`src/rtl/core/sts_pkg.sv`:
```
`timescale 1ns / 1ps
// ----------------------------------------------------------------------------
// sts_pkg
// Shared types and constants for the sorted table binary search block.
// ----------------------------------------------------------------------------
package sts_pkg;

    // table geometry
    localparam int TABLE_DEPTH = 1024;
    localparam int ADDR_W      = $clog2(TABLE_DEPTH);

    // field widths
    localparam int IDX_W  = 10;
    localparam int CNT_W  = 11;
    localparam int VAL_W  = 32;

    // packed stream widths, rounded up to whole bytes
    localparam int IN_BITS   = IDX_W + VAL_W + VAL_W;
    localparam int IN_DATA_W = ((IN_BITS + 7) / 8) * 8;
    localparam int OUT_BITS   = 1 + IDX_W;
    localparam int OUT_DATA_W = ((OUT_BITS + 7) / 8) * 8;

    // request kinds carried on tuser
    localparam logic REQ_WRITE  = 1'b0;
    localparam logic REQ_SEARCH = 1'b1;

    // search sequencer states
    typedef enum logic [1:0] {
        ST_IDLE,
        ST_PROBE,
        ST_COMPARE,
        ST_RESULT
    } sts_state_t;

    // table memory access from the sequencer
    typedef struct packed {
        logic              wr_en;
        logic [ADDR_W-1:0] wr_addr;
        logic [VAL_W-1:0]  wr_data;
        logic              rd_en;
        logic [ADDR_W-1:0] rd_addr;
    } sts_mem_req_t;

endpackage

```
`src/rtl/core/sts_ctrl.sv`:
```
`timescale 1ns / 1ps
// ----------------------------------------------------------------------------
// sts_ctrl
// Request sequencer: table writes and the halving search over the table RAM,
// with the result held in an output register.
// ----------------------------------------------------------------------------
module sts_ctrl
    import sts_pkg::*;
(
    input  logic                  clk,
    input  logic                  rst_n,
    input  logic [CNT_W-1:0]      entry_count,
    input  logic                  s_tvalid,
    output logic                  s_tready,
    input  logic                  s_tuser,     // req_type
    input  logic [IN_DATA_W-1:0]  s_tdata,     // write_index, write_value, search_key
    output logic                  m_tvalid,
    input  logic                  m_tready,
    output logic [OUT_DATA_W-1:0] m_tdata,     // found, position
    output sts_mem_req_t          mem_req,
    input  logic [VAL_W-1:0]      mem_rd_data
);

    sts_state_t state_reg, state_next;

    logic [ADDR_W-1:0]       left_reg, left_next;
    logic [ADDR_W-1:0]       right_reg, right_next;
    logic [ADDR_W-1:0]       mid_reg, mid_next;
    logic signed [VAL_W-1:0] key_reg, key_next;
    logic                    hit_reg, hit_next;
    logic [ADDR_W-1:0]       where_reg, where_next;
    logic                    m_tvalid_reg;
    logic                    m_found_reg;
    logic [IDX_W-1:0]        m_pos_reg;

    // request fields
    logic [IDX_W-1:0]        req_index;
    logic signed [VAL_W-1:0] req_value;
    logic signed [VAL_W-1:0] req_key;
    logic                    req_fire;
    logic                    out_free;
    logic                    load_out;

    // search bounds
    logic [CNT_W-1:0]        used_count;
    logic [ADDR_W-1:0]       mid_calc;
    logic [ADDR_W-1:0]       span;
    logic signed [VAL_W-1:0] probe;
    logic                    probe_eq;
    logic                    probe_lt;

    assign req_index = s_tdata[IDX_W-1:0];
    assign req_value = s_tdata[IDX_W+VAL_W-1:IDX_W];
    assign req_key   = s_tdata[IDX_W+2*VAL_W-1:IDX_W+VAL_W];
    assign req_fire  = s_tvalid && s_tready;
    assign out_free  = !m_tvalid_reg || m_tready;

    // clamp the count to the table depth
    assign used_count = (entry_count > CNT_W'(TABLE_DEPTH)) ? CNT_W'(TABLE_DEPTH)
                                                           : entry_count;

    // midpoint of the live range, rounded down
    assign span     = right_reg - left_reg;
    assign mid_calc = left_reg + (span >> 1);

    assign probe    = mem_rd_data;
    assign probe_eq = (probe == key_reg);
    assign probe_lt = (probe < key_reg);

    // next state
    always_comb
    begin
        state_next = state_reg;
        unique case (state_reg)
            ST_IDLE:
            begin
                if (req_fire && (s_tuser == REQ_SEARCH))
                begin
                    state_next = (used_count == '0) ? ST_RESULT : ST_PROBE;
                end
            end
            ST_PROBE:
            begin
                state_next = ST_COMPARE;
            end
            ST_COMPARE:
            begin
                if (probe_eq)
                begin
                    state_next = ST_RESULT;
                end
                else if (probe_lt)
                begin
                    state_next = (mid_reg == right_reg) ? ST_RESULT : ST_PROBE;
                end
                else
                begin
                    state_next = (mid_reg == left_reg) ? ST_RESULT : ST_PROBE;
                end
            end
            ST_RESULT:
            begin
                if (out_free)
                begin
                    state_next = ST_IDLE;
                end
            end
            default:
            begin
                state_next = ST_IDLE;
            end
        endcase
    end

    // sequencer outputs
    always_comb
    begin
        s_tready        = 1'b0;
        load_out        = 1'b0;
        mem_req.wr_en   = 1'b0;
        mem_req.wr_addr = req_index[ADDR_W-1:0];
        mem_req.wr_data = req_value;
        mem_req.rd_en   = 1'b0;
        mem_req.rd_addr = mid_calc;
        unique case (state_reg)
            ST_IDLE:
            begin
                s_tready      = 1'b1;
                // writes beyond the table are dropped
                mem_req.wr_en = s_tvalid && (s_tuser == REQ_WRITE)
                                && ({1'b0, req_index} < (IDX_W+1)'(TABLE_DEPTH));
            end
            ST_PROBE:
            begin
                mem_req.rd_en = 1'b1;
            end
            ST_COMPARE:
            begin
            end
            ST_RESULT:
            begin
                load_out = out_free;
            end
            default:
            begin
            end
        endcase
    end

    // search datapath
    always_comb
    begin
        left_next  = left_reg;
        right_next = right_reg;
        mid_next   = mid_reg;
        key_next   = key_reg;
        hit_next   = hit_reg;
        where_next = where_reg;
        unique case (state_reg)
            ST_IDLE:
            begin
                if (req_fire && (s_tuser == REQ_SEARCH))
                begin
                    key_next   = req_key;
                    left_next  = '0;
                    right_next = ADDR_W'(used_count - CNT_W'(1));
                    hit_next   = 1'b0;
                    where_next = '0;
                end
            end
            ST_PROBE:
            begin
                mid_next = mid_calc;
            end
            ST_COMPARE:
            begin
                if (probe_eq)
                begin
                    hit_next   = 1'b1;
                    where_next = mid_reg;
                end
                else if (probe_lt)
                begin
                    left_next = mid_reg + ADDR_W'(1);
                end
                else
                begin
                    right_next = mid_reg - ADDR_W'(1);
                end
            end
            ST_RESULT:
            begin
            end
            default:
            begin
            end
        endcase
    end

    // control registers
    always_ff @(posedge clk or negedge rst_n)
    begin
        if (!rst_n)
        begin
            state_reg    <= ST_IDLE;
            m_tvalid_reg <= 1'b0;
        end
        else
        begin
            state_reg <= state_next;
            if (load_out)
            begin
                m_tvalid_reg <= 1'b1;
            end
            else if (m_tready)
            begin
                m_tvalid_reg <= 1'b0;
            end
        end
    end

    // payload registers
    always_ff @(posedge clk)
    begin
        left_reg  <= left_next;
        right_reg <= right_next;
        mid_reg   <= mid_next;
        key_reg   <= key_next;
        hit_reg   <= hit_next;
        where_reg <= where_next;
        if (load_out)
        begin
            m_found_reg <= hit_reg;
            m_pos_reg   <= IDX_W'(where_reg);
        end
    end

    assign m_tvalid = m_tvalid_reg;
    assign m_tdata  = OUT_DATA_W'({m_pos_reg, m_found_reg});

endmodule

```
`config.mk`:
```
export PLATFORM = sky130hd
export DESIGN_NAME = sts_ctrl
export DESIGN_NICKNAME = d
export VERILOG_FILES = /design/src/rtl/core/sts_pkg.sv /design/src/rtl/core/sts_ctrl.sv
export SDC_FILE = /design/constraint.sdc
export NUM_CORES = 1
export LEC_CHECK = 0
export CAP_MARGIN = 20
export CORE_MARGIN = 4
export CORE_UTILIZATION = 52
export DETAILED_ROUTE_END_ITERATION = 6
export DONT_BUFFER_PORTS = 1
export PLACE_DENSITY = 0.67
export REMOVE_ABC_BUFFERS = 1
export SYNTH_ARGS = -nofsm -noshare
export SYNTH_HDL_FRONTEND = slang
export SYNTH_SLANG_ARGS = --single-unit
```
`constraint.sdc`:
```
create_clock -name clk -period 8.4 [get_ports clk]
set_clock_uncertainty 0.15 [all_clocks]
set_input_delay 0.84 -clock clk [delete_from_list [all_inputs] [get_ports clk]]
set_output_delay 0.84 -clock clk [all_outputs]
set_load 0.1 [all_outputs]
```
==> impl_metrics.toml <==
[grt]
grt_pass1_wl_mm = 18.3
grt_max_degree = 35
grt_pass1_vias = 3372
grt_overflow_total = 0
grt.total_usage_pct = 21.0
grt_antenna_before_repair = 1

[layout]
fillers = 839
final_cells = 595
drive_above_1_share_pct = 10.4
layout.nets = 637
largest_reg_flops = 32
fin_area_um2 = 5610
synthToLayoutAreaGrowth_pct = 4.23

[clock_network]
clock_tree.buffer_depth = 2
root_buffer = "clkbuf_8"
cts_inserted_buffers = 9
clock_latency_ps = 360
cts_setup_buffers = 0
clk_pin_slew_ps = 90
cts_max_level = 3
cts_tree = "built"
cts_num_sinks = 87

[route]
drcViolationCount = 0
ant_nets = 0
wl_mm = 12.5
vias_per_cell = 5.55
num_vias = 3302
detail_route.wl_per_cell_um = 21.0
first_pass_iters = 4
initialDrtViolationCount = 172

[die]
die_area_um2 = 12000
fp.coreArea_um2 = 9910
initial_core_util_pct = 54.3
ios = 200
rows = 36
fp.dieH_um = 110
die_x_um = 110

[power]
p_int_w = 0.000965
p_sw_w = 0.000795
ir_drop_mv = 0.356
p_comb_share_pct = 46.8
p_clk_share_pct = 19.3
powerDensity_nw_per_um2 = 314
p_leak_nw = 2.29
netSwitchingFraction_pct = 45.1
seqPwrFrac_pct = 33.9

[yosys]
ys_warn_count = 0
async_flop_share_pct = 3.45
synth_top_area_share_pct = 46.9
synth_edf_count = 84
synth.area.top_cells = "edfxtp_1, ha_1, buf_4"
ys_seq_area_share_pct = 48.3
yosysTopAreaCell = "edfxtp_1"
netlist_instances = 481
synth_cell_types = 44
synth.most_common_cell = "edfxtp_1"
ys_ff_latch = 87
syn_area_per_cell_um2 = 11.2
synthesis.area_um2 = 5380
synth_flop_cell = "edfxtp_1"
yosys-top-cells-count = "edfxtp_1, inv_1, ha_1"

[worst_setup_path]
worstPathArrival_ps = 4030
startpoint_type = "flip-flop"
cp-end-kind = "output pin"
critical_path_class = "flip-flop to output pin"
cp_max_fo = 4
worst-endpoint-required_ps = 7410

[placement]
routabilityCongestion = 0.811
dp.final_hpwl_mm = 10.0
dpl_cell_area_um2 = 5360
io_buffers = 0
dp_cells = 576
pre_cts_ws_ps = 3760

[job]
drv_cap = 0

[timing]
hold_violations = 0
relSlewSlack_pct = 29.3
fin_setup_tns_ps = 0
layout_setup_ws_ps = 3380
fmax_mhz = 199
period_needed_ps = 5020
setup_viol = 0
rsz0062_at_grt = "no"
period_share_pct = 59.8
worst_slew_pin_slew_ps = 1060
finalMaxSlewViolations = 0

[run_status]
status = "complete, no violations"

[min_path]
hp-class = "flip-flop to flip-flop"
## layout by cell type (no fill, tap or decap), types with 3 or more instances in the layout
master	count
edfxtp_1	84
inv_1	52
ha_1	51
a21oi_1	39
nor2_1	24
xnor2_1	24
nand2_1	18
xor2_1	16
o21ai_0	12
and2_1	12
nand3_1	11
buf_4	11
clkbuf_8	10
o21bai_1	8
xnor2_2	7
nand4_1	6
nor3_1	5
conb_1	5
nand2b_1	4
nor2b_1	4
a21o_1	4
nor4_1	4
mux2i_1	4
and3_1	3
dfrtp_1	3
## metal layers
metal	vias up	GRT usage [%]	share of wire [%]
met5	-	7.14	0.59
met4	2	4.36	1.0
met3	14	14.4	14
met2	161	31.0	44
met1	1542	25.0	40
li1	1583	-	-
## cells by family (layout without fill, tap and decap cells)
logic type / after synthesis / after routing / synth area share [%]
buffers and inverters: 108 / 84 / 10.9
AOI/OAI and AO/OA: 79 / 79 / 9.66
adders and majority gates: 53 / 53 / 12.6
muxes: 4 / 4 / 0.745
DFF: 87 / 87 / 48.3
other: 1 / 6 / 0.0697
and+or+nand+nor: 101 / 101 / 9.91
xor gates and xnor gates: 48 / 48 / 7.82
## repair_timing
action	CTS	global route
hold endpoints to repair	3	0
hold buffers	1	0
resized for setup	0	0
## metrics by stage
| stage | util [%] | power [W] | hold WS [ps] |
|---|---|---|---|
| finish | 56.6 | 0.00176 | 277 |
| global route | 56.6 | 0.00184 | 285 |
| CTS | 56.5 | 0.00177 | 277 |
| detailed placement | 54.0 | 0.00143 | 255 |
| global placement | 53.7 | 0.00139 | 260 |
| floorplan | - | 0.00122 | 250 |
## power groups by stage
stage / combinational (W) / sequential, W / clock (W)
after global placement: 0.000787 / 0.000606 / 0
after global routing: 0.000874 / 0.000602 / 0.000367
after floorplan: 0.000634 / 0.000589 / 0
after CTS: 0.000828 / 0.000597 / 0.000350
after detailed placement: 0.000824 / 0.000606 / 0
final: 0.000824 / 0.000596 / 0.000340
## cell type report
| cell class | instances | area, µm² | share of cell area [%] |
|---|---|---|---|
| timing repair buffer | 14 | 124 | 2.21 |
| clock inverter | 5 | 88.8 | 1.58 |
| inverter | 54 | 203 | 3.62 |
| multi-input combinational | 290 | 2280 | 40.7 |
| clock buffer | 11 | 141 | 2.52 |
| tap | 133 | 166 | 2.97 |
| sequential | 87 | 2600 | 46.3 |
| antenna | 1 | 2.50 | 0.0446 |
## critical path, cell delays in order (launching register included)
cell	delay [ps]
edfxtp_1	470
inv_1	130
fa_1	470
xor2_1	250
ha_1	280
a21o_1	160
a21oi_1	290
o21bai_1	110
a21oi_1	300
o21bai_1	120
a21oi_1	290
o21bai_1	110
a21oi_1	240
xnor2_2	140
buf_4	320
## path summary, 6_finish.rpt
check,start,end,slack (ps),cells past startpoint
max reg2reg,left_reg[1]$_SDFFCE_PN0P_,mid_reg[9]$_DFFE_PP_,4370,14
min in group asynchronous,rst_n,m_tvalid$_DFFE_PN0P_,570,1
max,left_reg[1]$_SDFFCE_PN0P_,mem_req[9],3380,14
max in group asynchronous,rst_n,state_reg[0]$_DFFE_PN0P_,7380,1
min reg2reg,where_reg[3]$_SDFFCE_PN0P_,m_pos_reg[3]$_DFFE_PP_,280,0
min,where_reg[3]$_SDFFCE_PN0P_,m_pos_reg[3]$_DFFE_PP_,280,0
Note: power is estimated with default switching activity, not from simulation.
